<file path="src/design/threshold_alarm_monitor_macros.svh">
// ----------------------------------------------------------------------------
// Threshold alarm monitor assertion macros
// Concurrent assertion wrappers shared by the monitor's modules.
// ----------------------------------------------------------------------------
`ifndef THRESHOLD_ALARM_MONITOR_MACROS_SVH
`define THRESHOLD_ALARM_MONITOR_MACROS_SVH

`ifndef ASSERT_OFF

`define TAM_ASSERT(lbl, prop, msg) \
  lbl: assert property (@(posedge clk) disable iff (!rst_n) prop) else $error(msg);

`define TAM_ASSERT_ALWAYS(lbl, prop, msg) \
  lbl: assert property (@(posedge clk) prop) else $error(msg);

`else

`define TAM_ASSERT(lbl, prop, msg)

`define TAM_ASSERT_ALWAYS(lbl, prop, msg)

`endif

`endif

</file>
<file path="src/design/tam_pkg.sv">
// ----------------------------------------------------------------------------
// Threshold alarm monitor package
// Item types and fixed constants shared by the monitor's modules.
// ----------------------------------------------------------------------------
package tam_pkg;

  localparam int NumSlots = 8;
  localparam int RuleIdxW = 3;
  localparam int RuleW    = 43;
  localparam int QDepth   = 4;
  localparam int QPtrW    = 2;

  typedef struct packed {
    logic [31:0] threshold;
    logic [1:0]  severity;
    logic [7:0]  rtype;
    logic        valid;
  } rule_t;

  typedef struct packed {
    logic [7:0]  metric_type;
    logic [31:0] sample_milli;
    logic [47:0] now_ms;
  } sample_t;

  typedef struct packed {
    logic [2:0]  rule_index;
    logic [7:0]  fired_type;
    logic [1:0]  fired_severity;
    logic [47:0] fire_time_ms;
    logic [31:0] value_milli;
    logic [31:0] limit_milli;
    logic        last_alarm;
  } alarm_t;

endpackage

</file>
<file path="src/design/tam_front.sv">
// ----------------------------------------------------------------------------
// Threshold alarm monitor front end
// Accepts a sample and walks the rules one per cycle unless stalled, keeping
// hold-off and hysteresis state, and queues one item per fired rule.
// ----------------------------------------------------------------------------
`include "threshold_alarm_monitor_macros.svh"

module tam_front #(
  parameter int NUM_RULES  = 8,
  parameter int HOLDOFF_MS = 10000
) (
  input  logic                                        clk,
  input  logic                                        rst_n,
  input  logic                                        in_valid,
  output logic                                        in_ready,
  input  tam_pkg::sample_t                            in_data,
  input  tam_pkg::rule_t [tam_pkg::NumSlots-1:0]      rules,
  output logic                                        q_push,
  output tam_pkg::alarm_t                             q_data,
  input  logic                                        q_full
);
  import tam_pkg::*;

  localparam int IdxW = (NUM_RULES > 1) ? $clog2(NUM_RULES) : 1;
  localparam logic [RuleIdxW-1:0] LastRule = RuleIdxW'(NUM_RULES - 1);
  localparam logic [47:0] Holdoff = 48'(HOLDOFF_MS);

  logic                busy_r;
  logic [RuleIdxW-1:0] scan_r;
  sample_t             smp_r;
  logic [35:0]         val10_r;
  logic                pend_vld_r;
  alarm_t              pend_r;
  logic [47:0]         last_time_r [NUM_RULES];
  logic                active_r [NUM_RULES];

  rule_t               cur;
  logic [IdxW-1:0]     idx;
  logic                match;
  logic                reach;
  logic [47:0]         elapsed;
  logic                held;
  logic                fire;
  logic [35:0]         thr9;
  logic                clear;
  logic                stall;
  logic                step;
  logic                flush;
  logic                accept;
  alarm_t              new_rec;

  always_comb begin
    cur     = rules[scan_r];
    idx     = scan_r[IdxW-1:0];
    match   = cur.valid && (cur.rtype == smp_r.metric_type);
    reach   = smp_r.sample_milli >= cur.threshold;
    elapsed = smp_r.now_ms - last_time_r[idx];
    held    = (last_time_r[idx] != '0) && (elapsed < Holdoff);
    fire    = busy_r && match && reach && !held;
    thr9    = 36'({cur.threshold, 3'b000}) + 36'(cur.threshold);
    clear   = busy_r && match && !reach && active_r[idx] && (val10_r < thr9);
    stall   = fire && pend_vld_r && q_full;
    step    = busy_r && !stall;
    flush   = !busy_r && pend_vld_r && !q_full;
    q_push  = (fire && pend_vld_r && !q_full) || flush;
    q_data  = pend_r;
    q_data.last_alarm = !busy_r;

    new_rec.rule_index     = scan_r;
    new_rec.fired_type     = cur.rtype;
    new_rec.fired_severity = cur.severity;
    new_rec.fire_time_ms   = smp_r.now_ms;
    new_rec.value_milli    = smp_r.sample_milli;
    new_rec.limit_milli    = cur.threshold;
    new_rec.last_alarm     = 1'b0;
  end

  assign in_ready = !busy_r && !pend_vld_r;
  assign accept   = in_valid && in_ready;

  always_ff @(posedge clk) begin
    if (!rst_n) begin
      busy_r     <= 1'b0;
      scan_r     <= '0;
      pend_vld_r <= 1'b0;
      for (int i = 0; i < NUM_RULES; i++) begin
        last_time_r[i] <= '0;
        active_r[i]    <= 1'b0;
      end
    end else if (accept) begin
      busy_r <= 1'b1;
      scan_r <= '0;
    end else if (step) begin
      if (scan_r == LastRule) begin
        busy_r <= 1'b0;
      end else begin
        scan_r <= scan_r + 1'b1;
      end
      if (fire) begin
        last_time_r[idx] <= smp_r.now_ms;
        active_r[idx]    <= 1'b1;
        pend_vld_r       <= 1'b1;
      end else if (clear) begin
        active_r[idx] <= 1'b0;
      end
    end else if (flush) begin
      pend_vld_r <= 1'b0;
    end
  end

  always_ff @(posedge clk) begin
    if (accept) begin
      smp_r   <= in_data;
      val10_r <= 36'({in_data.sample_milli, 3'b000}) + 36'({in_data.sample_milli, 1'b0});
    end
    if (step && fire) begin
      pend_r <= new_rec;
    end
  end

  `TAM_ASSERT(a_accept_starts_scan, accept |=> busy_r && scan_r == '0, "scan did not start")
  `TAM_ASSERT(a_scan_in_range, busy_r |-> scan_r <= LastRule, "scan beyond last rule")
  `TAM_ASSERT(a_no_accept_pending, pend_vld_r |-> !in_ready, "item taken with alarm held")

endmodule

</file>
<file path="src/design/tam_queue.sv">
// ----------------------------------------------------------------------------
// Threshold alarm monitor alarm queue
// Short first-in first-out buffer between the rule walk and the output stage.
// ----------------------------------------------------------------------------
`include "threshold_alarm_monitor_macros.svh"

module tam_queue (
  input  logic            clk,
  input  logic            rst_n,
  input  logic            push,
  input  tam_pkg::alarm_t push_data,
  output logic            full,
  output logic            q_valid,
  output tam_pkg::alarm_t q_data,
  input  logic            pop
);
  import tam_pkg::*;

  alarm_t             mem_r [QDepth];
  logic [QPtrW-1:0]   wr_ptr_r;
  logic [QPtrW-1:0]   rd_ptr_r;
  logic [QPtrW:0]     cnt_r;

  assign full    = cnt_r == (QPtrW + 1)'(QDepth);
  assign q_valid = cnt_r != '0;
  assign q_data  = mem_r[rd_ptr_r];

  always_ff @(posedge clk) begin
    if (!rst_n) begin
      wr_ptr_r <= '0;
      rd_ptr_r <= '0;
      cnt_r    <= '0;
    end else begin
      if (push) begin
        wr_ptr_r <= wr_ptr_r + 1'b1;
      end
      if (pop) begin
        rd_ptr_r <= rd_ptr_r + 1'b1;
      end
      case ({push, pop})
        2'b10:   cnt_r <= cnt_r + 1'b1;
        2'b01:   cnt_r <= cnt_r - 1'b1;
        default: cnt_r <= cnt_r;
      endcase
    end
  end

  always_ff @(posedge clk) begin
    if (push) begin
      mem_r[wr_ptr_r] <= push_data;
    end
  end

  `TAM_ASSERT(a_no_overflow, push |-> !full, "push into full queue")
  `TAM_ASSERT(a_no_underflow, pop |-> q_valid, "pop from empty queue")
  `TAM_ASSERT(a_count_bound, cnt_r <= (QPtrW + 1)'(QDepth), "queue count too large")

endmodule

</file>
<file path="src/design/tam_back.sv">
// ----------------------------------------------------------------------------
// Threshold alarm monitor output stage
// Registers queued alarms onto the result channel.
// ----------------------------------------------------------------------------
module tam_back (
  input  logic            clk,
  input  logic            rst_n,
  input  logic            q_valid,
  input  tam_pkg::alarm_t q_data,
  output logic            pop,
  output logic            out_valid,
  input  logic            out_ready,
  output tam_pkg::alarm_t out_data
);
  import tam_pkg::*;

  logic   out_valid_r;
  alarm_t out_data_r;

  assign pop       = q_valid && (!out_valid_r || out_ready);
  assign out_valid = out_valid_r;
  assign out_data  = out_data_r;

  always_ff @(posedge clk) begin
    if (!rst_n) begin
      out_valid_r <= 1'b0;
    end else if (pop) begin
      out_valid_r <= 1'b1;
    end else if (out_ready) begin
      out_valid_r <= 1'b0;
    end
  end

  always_ff @(posedge clk) begin
    if (pop) begin
      out_data_r <= q_data;
    end
  end

endmodule

</file>
<file path="src/design/threshold_alarm_monitor.sv">
// ----------------------------------------------------------------------------
// Threshold alarm monitor
// Checks metric samples against up to eight threshold rules with hold-off
// and hysteresis, and reports one item per rule that fires.
// ----------------------------------------------------------------------------
// A sample is checked against rules 0 to NUM_RULES-1, one rule per cycle,
// starting in the cycle after it is accepted. When no rule fires the input is
// ready again once the walk ends; when any rule fires, the final alarm, marked
// last_alarm, is then handed to the queue once it is not full, and only then
// is the input ready again. The walk stalls only when a rule fires while an
// alarm is held and the four-item alarm queue is full. Alarms leave through a
// registered output at up to one item per cycle while out_ready is high.
// Rules are to be written through the cfg port only while the block is idle;
// the block itself does not enforce this.
module threshold_alarm_monitor #(
  parameter int NUM_RULES  = 8,
  parameter int HOLDOFF_MS = 10000
) (
  input  logic                   clk,
  input  logic                   rst_n,
  input  logic                   in_valid,
  output logic                   in_ready,
  input  tam_pkg::sample_t       in_data,
  output logic                   out_valid,
  input  logic                   out_ready,
  output tam_pkg::alarm_t        out_data,
  input  logic                   cfg_we,
  input  logic [2:0]             cfg_index,
  input  logic [42:0]            cfg_data
);
  import tam_pkg::*;

  rule_t [NumSlots-1:0] rules_r;
  logic                 q_push;
  alarm_t               q_push_data;
  logic                 q_full;
  logic                 q_valid;
  alarm_t               q_data;
  logic                 q_pop;

  always_ff @(posedge clk) begin
    if (!rst_n) begin
      rules_r <= '0;
    end else if (cfg_we) begin
      rules_r[cfg_index] <= rule_t'(cfg_data);
    end
  end

  tam_front #(
    .NUM_RULES  (NUM_RULES),
    .HOLDOFF_MS (HOLDOFF_MS)
  ) u_front (
    .clk      (clk),
    .rst_n    (rst_n),
    .in_valid (in_valid),
    .in_ready (in_ready),
    .in_data  (in_data),
    .rules    (rules_r),
    .q_push   (q_push),
    .q_data   (q_push_data),
    .q_full   (q_full)
  );

  tam_queue u_queue (
    .clk       (clk),
    .rst_n     (rst_n),
    .push      (q_push),
    .push_data (q_push_data),
    .full      (q_full),
    .q_valid   (q_valid),
    .q_data    (q_data),
    .pop       (q_pop)
  );

  tam_back u_back (
    .clk       (clk),
    .rst_n     (rst_n),
    .q_valid   (q_valid),
    .q_data    (q_data),
    .pop       (q_pop),
    .out_valid (out_valid),
    .out_ready (out_ready),
    .out_data  (out_data)
  );

endmodule

</file>
<file path="config.mk">
export PLATFORM = sky130hd
export DESIGN_NAME = threshold_alarm_monitor
export DESIGN_NICKNAME = d
export VERILOG_FILES = /design/src/design/tam_pkg.sv /design/src/design/tam_front.sv /design/src/design/tam_queue.sv /design/src/design/tam_back.sv /design/src/design/threshold_alarm_monitor.sv
export VERILOG_INCLUDE_DIRS = /design/src /design/src/design
export SDC_FILE = /design/constraint.sdc
export NUM_CORES = 2
export LEC_CHECK = 0
export BUFFER_PORTS_ARGS = -buffer_cell sky130_fd_sc_hd__clkbuf_2
export CAP_MARGIN = 40
export CORE_MARGIN = 2
export CORE_UTILIZATION = 45
export DETAILED_ROUTE_END_ITERATION = 16
export PLACE_DENSITY = 0.61
export SLEW_MARGIN = 20
export SYNTH_ARGS = -nofsm -noshare
export SYNTH_HDL_FRONTEND = slang
export SYNTH_SLANG_ARGS = --single-unit
</file>
<file path="constraint.sdc">
create_clock -name clk -period 16.27 [get_ports clk]
set_input_delay 3.254 -clock clk [delete_from_list [all_inputs] [get_ports clk]]
set_output_delay 3.254 -clock clk [all_outputs]
set_load 0.03 [all_outputs]
</file>
==> results.ini <==
[worst_setup_path]
crit_type=flip-flop to flip-flop
cp_data_arrival_time_ps=8930
startpoint_type=flip-flop
worst_path_max_delay_cell=a21oi_1
worst_setup_path_end_kind=flip-flop
crit_chain=buf_4 -> mux4_2 -> mux2i_1 -> ha_1 -> a21oi_1 -> o21ai_0 -> a221o_1 -> a21oi_1 -> a211oi_1 -> nor2_1 -> o21ai_0 -> and2_1 -> o211ai_1 -> o21ai_0 -> a21oi_1 -> and2_4 -> buf_16 -> buf_4 -> buf_12
crit_buf_inv=4
crit_path_max_incr_delay_ps=700
critPathTopFamily=compound AO/OA/AOI/OAI gates
crit_fanout=41
worst_ep_required_time_ps=16750
r2r_slack_ps=7820

[clocking]
path_clk_slew_ps=60
clk_latency_ps=810
cts_tree=yes
postCtsSetupRepairBufs=0
cts_hold_buf=0
cts_buffers=161
cts-resized-gates=0
cts_buffer_depth=3
root_buffer=clkbuf_16
cts.sinks=1587
htree_levels=4

[global_route]
antenna_found_initial=32
overflow=0
grt_usage=0.242
grt_max_degree=208
grt_pass1_wl_um=269000
grt_pass1_vias=39700

[final_layout]
fillerInstances=12100
synthToLayoutAreaGrowth_pct=13.6
final_cell_mix=1,227 x edfxtp_1, 778 x nand2_1, 400 x and2_1
drive_gt1_frac=0.181
regArea_um2=44100
nets=5163
multi_input_area_um2=20800
final_common_cell=edfxtp_1

[timing]
drv_slew=0
min_period_ps=8450
fmax_mhz=118
timing.hold.ws_ps=452
setup_tns_ps=0
hold_viol=0
rsz0062_at_grt=false
worst_slew_pin_slew_ps=901
fin_crit_sh=0.519
relSlewSlack=0.395
fin_skew_ps=53.7
finalSetupViolCount=0

[flow_run]
cap_violations=0

[hold_path]
hp-class=flip-flop to flip-flop

[yosys]
synthDistinctLibCells=86
netlist_top_cells_area=edfxtp_1 56%, dfxtp_1 11%, mux4_2 7.3%
synthArstFlopShare=0
ys_warn_count=0
seq_area_frac_synth=0.665
syn_avg_cell_area_um2=14.0
synth_area_um2=66200
synth_fp_nets=4948
synth_area_leader_cell=edfxtp_1
ys.flop_type=edfxtp_1
synthCells=4723
ys_ff_latch=1587
yosysTopAreaCellShare=0.556
synth_edf_count=1227

[floorplanning]
die_width_um=388
rows=140
initial_core_util=0.454
chipHeight_um=388
core_area_um2=146000
die-area_um2=150000
io_pins=267

[detailed_routing]
drt-initial-drc-count=4286
via_per_inst=5.76
wl_per_cell_um=26.2
finalWirelength_um=183000
firstDrtPassIters=6
drc=0
vias=40300
postRouteAntennaNets=0

[pwr]
power_density_nw_per_um2=131
leakage_nw=25.5
ir_drop_mv=0.119

[placement]
gp_congestion=0.935
port_buffers=266
dp_hpwl_um=115000

[run_status]
status=complete, no violations

## final cells by class
class / count / area share
multi-input cells: 2757 / 0.277
repair buffers: 378 / 0.0345
well taps: 1917 / 0.0319
diodes: 5 / 0.000166
inverters: 53 / 0.00264
flip-flops and latches: 1587 / 0.586
clock inverters: 70 / 0.00876
clock buffers: 220 / 0.0596
## cell usage after synthesis (13+ instances only)
master and count:
inv_1 52, clkbuf_2 46, a21boi_0 350, a21oi_1 78
dfxtp_1 360, a21o_1 31, buf_1 28, a22oi_1 126
nor2b_1 20, xnor2_1 20, clkbuf_1 196, edfxtp_1 1227
and4_1 32, and2_1 405, mux4_2 214, a22o_1 26
nand2_1 781, o21ai_0 65, nand4_1 39, nand2b_1 13
nand3_1 20, nor4_1 18, nor3_1 31, ha_1 85
mux2i_1 81, nor2_1 75, buf_2 40, xor2_1 14
## where the power goes
group / total [mW] / internal (mW) / switching (mW)
combinational: 1.40 / 0.439 / 0.960
sequential: 4.83 / 4.67 / 0.152
clock: 3.61 / 2.05 / 1.56
total: 9.84 / 7.16 / 2.67
## worst paths after layout
path / from / endpoint / cells after the start
max: flip-flop / u_queue.mem_r[0][87]$_DFFE_PP_ / 19
min: u_front.new_rec[36]$_DFFE_PP_ / u_front.q_data[36]$_DFFE_PP_ / 0
max reg2reg: flip-flop / u_queue.mem_r[0][87]$_DFFE_PP_ / 19
min reg2reg: u_front.new_rec[36]$_DFFE_PP_ / u_front.q_data[36]$_DFFE_PP_ / 0
## sequential cells by signal, summed over array words and instances (netlist names), named ones only
name	cells
u_front.last_time_r	384
u_front.busy_r	1
u_front.pend_vld_r	1
rules_r	344
u_front.smp_r	8
u_queue.cnt_r	3
u_queue.wr_ptr_r	2
u_front.q_data	125
u_queue.mem_r	504
u_queue.rd_ptr_r	2
u_front.new_rec	80
u_back.out_data	126
u_back.out_valid	1
u_front.idx	3
## per-stage QoR
step                      instances  utilization  setup WS (ps)  power (mW)  cell area (µm²)
after floorplan                4723            -           4730        5.85            66200
after global placement         6663        0.476           7440        6.30            69500
after detailed placement       6689        0.480           7740        6.32            70100
after CTS                      6979        0.515           7750        9.92            75200
after global routing           6983        0.516           7300        10.2            75200
final                          6987        0.516           7820        9.84            75300
## cells by family after synthesis
group / synth area share
flip-flops: 0.665
multiplexers: 0.0869
XOR/XNOR: 0.00450
buffers and inverters: 0.0247
AO/OA/AOI/OAI: 0.0902
AND/OR/NAND/NOR: 0.112
adder cells (fa/ha/maj): 0.0164
## routing by layer
layer / global-route usage / vias to the layer above / part of all wire
met2: 0.364 / 1487 / 0.45
li1: - / 18000 / -
met1: 0.362 / 20500 / 0.45
met3: 0.0441 / 259 / 0.076
met5: 0 / - / 0.00066
met4: 0.0619 / 18 / 0.021
No activity file was read; power rests on OpenSTA's default activity.
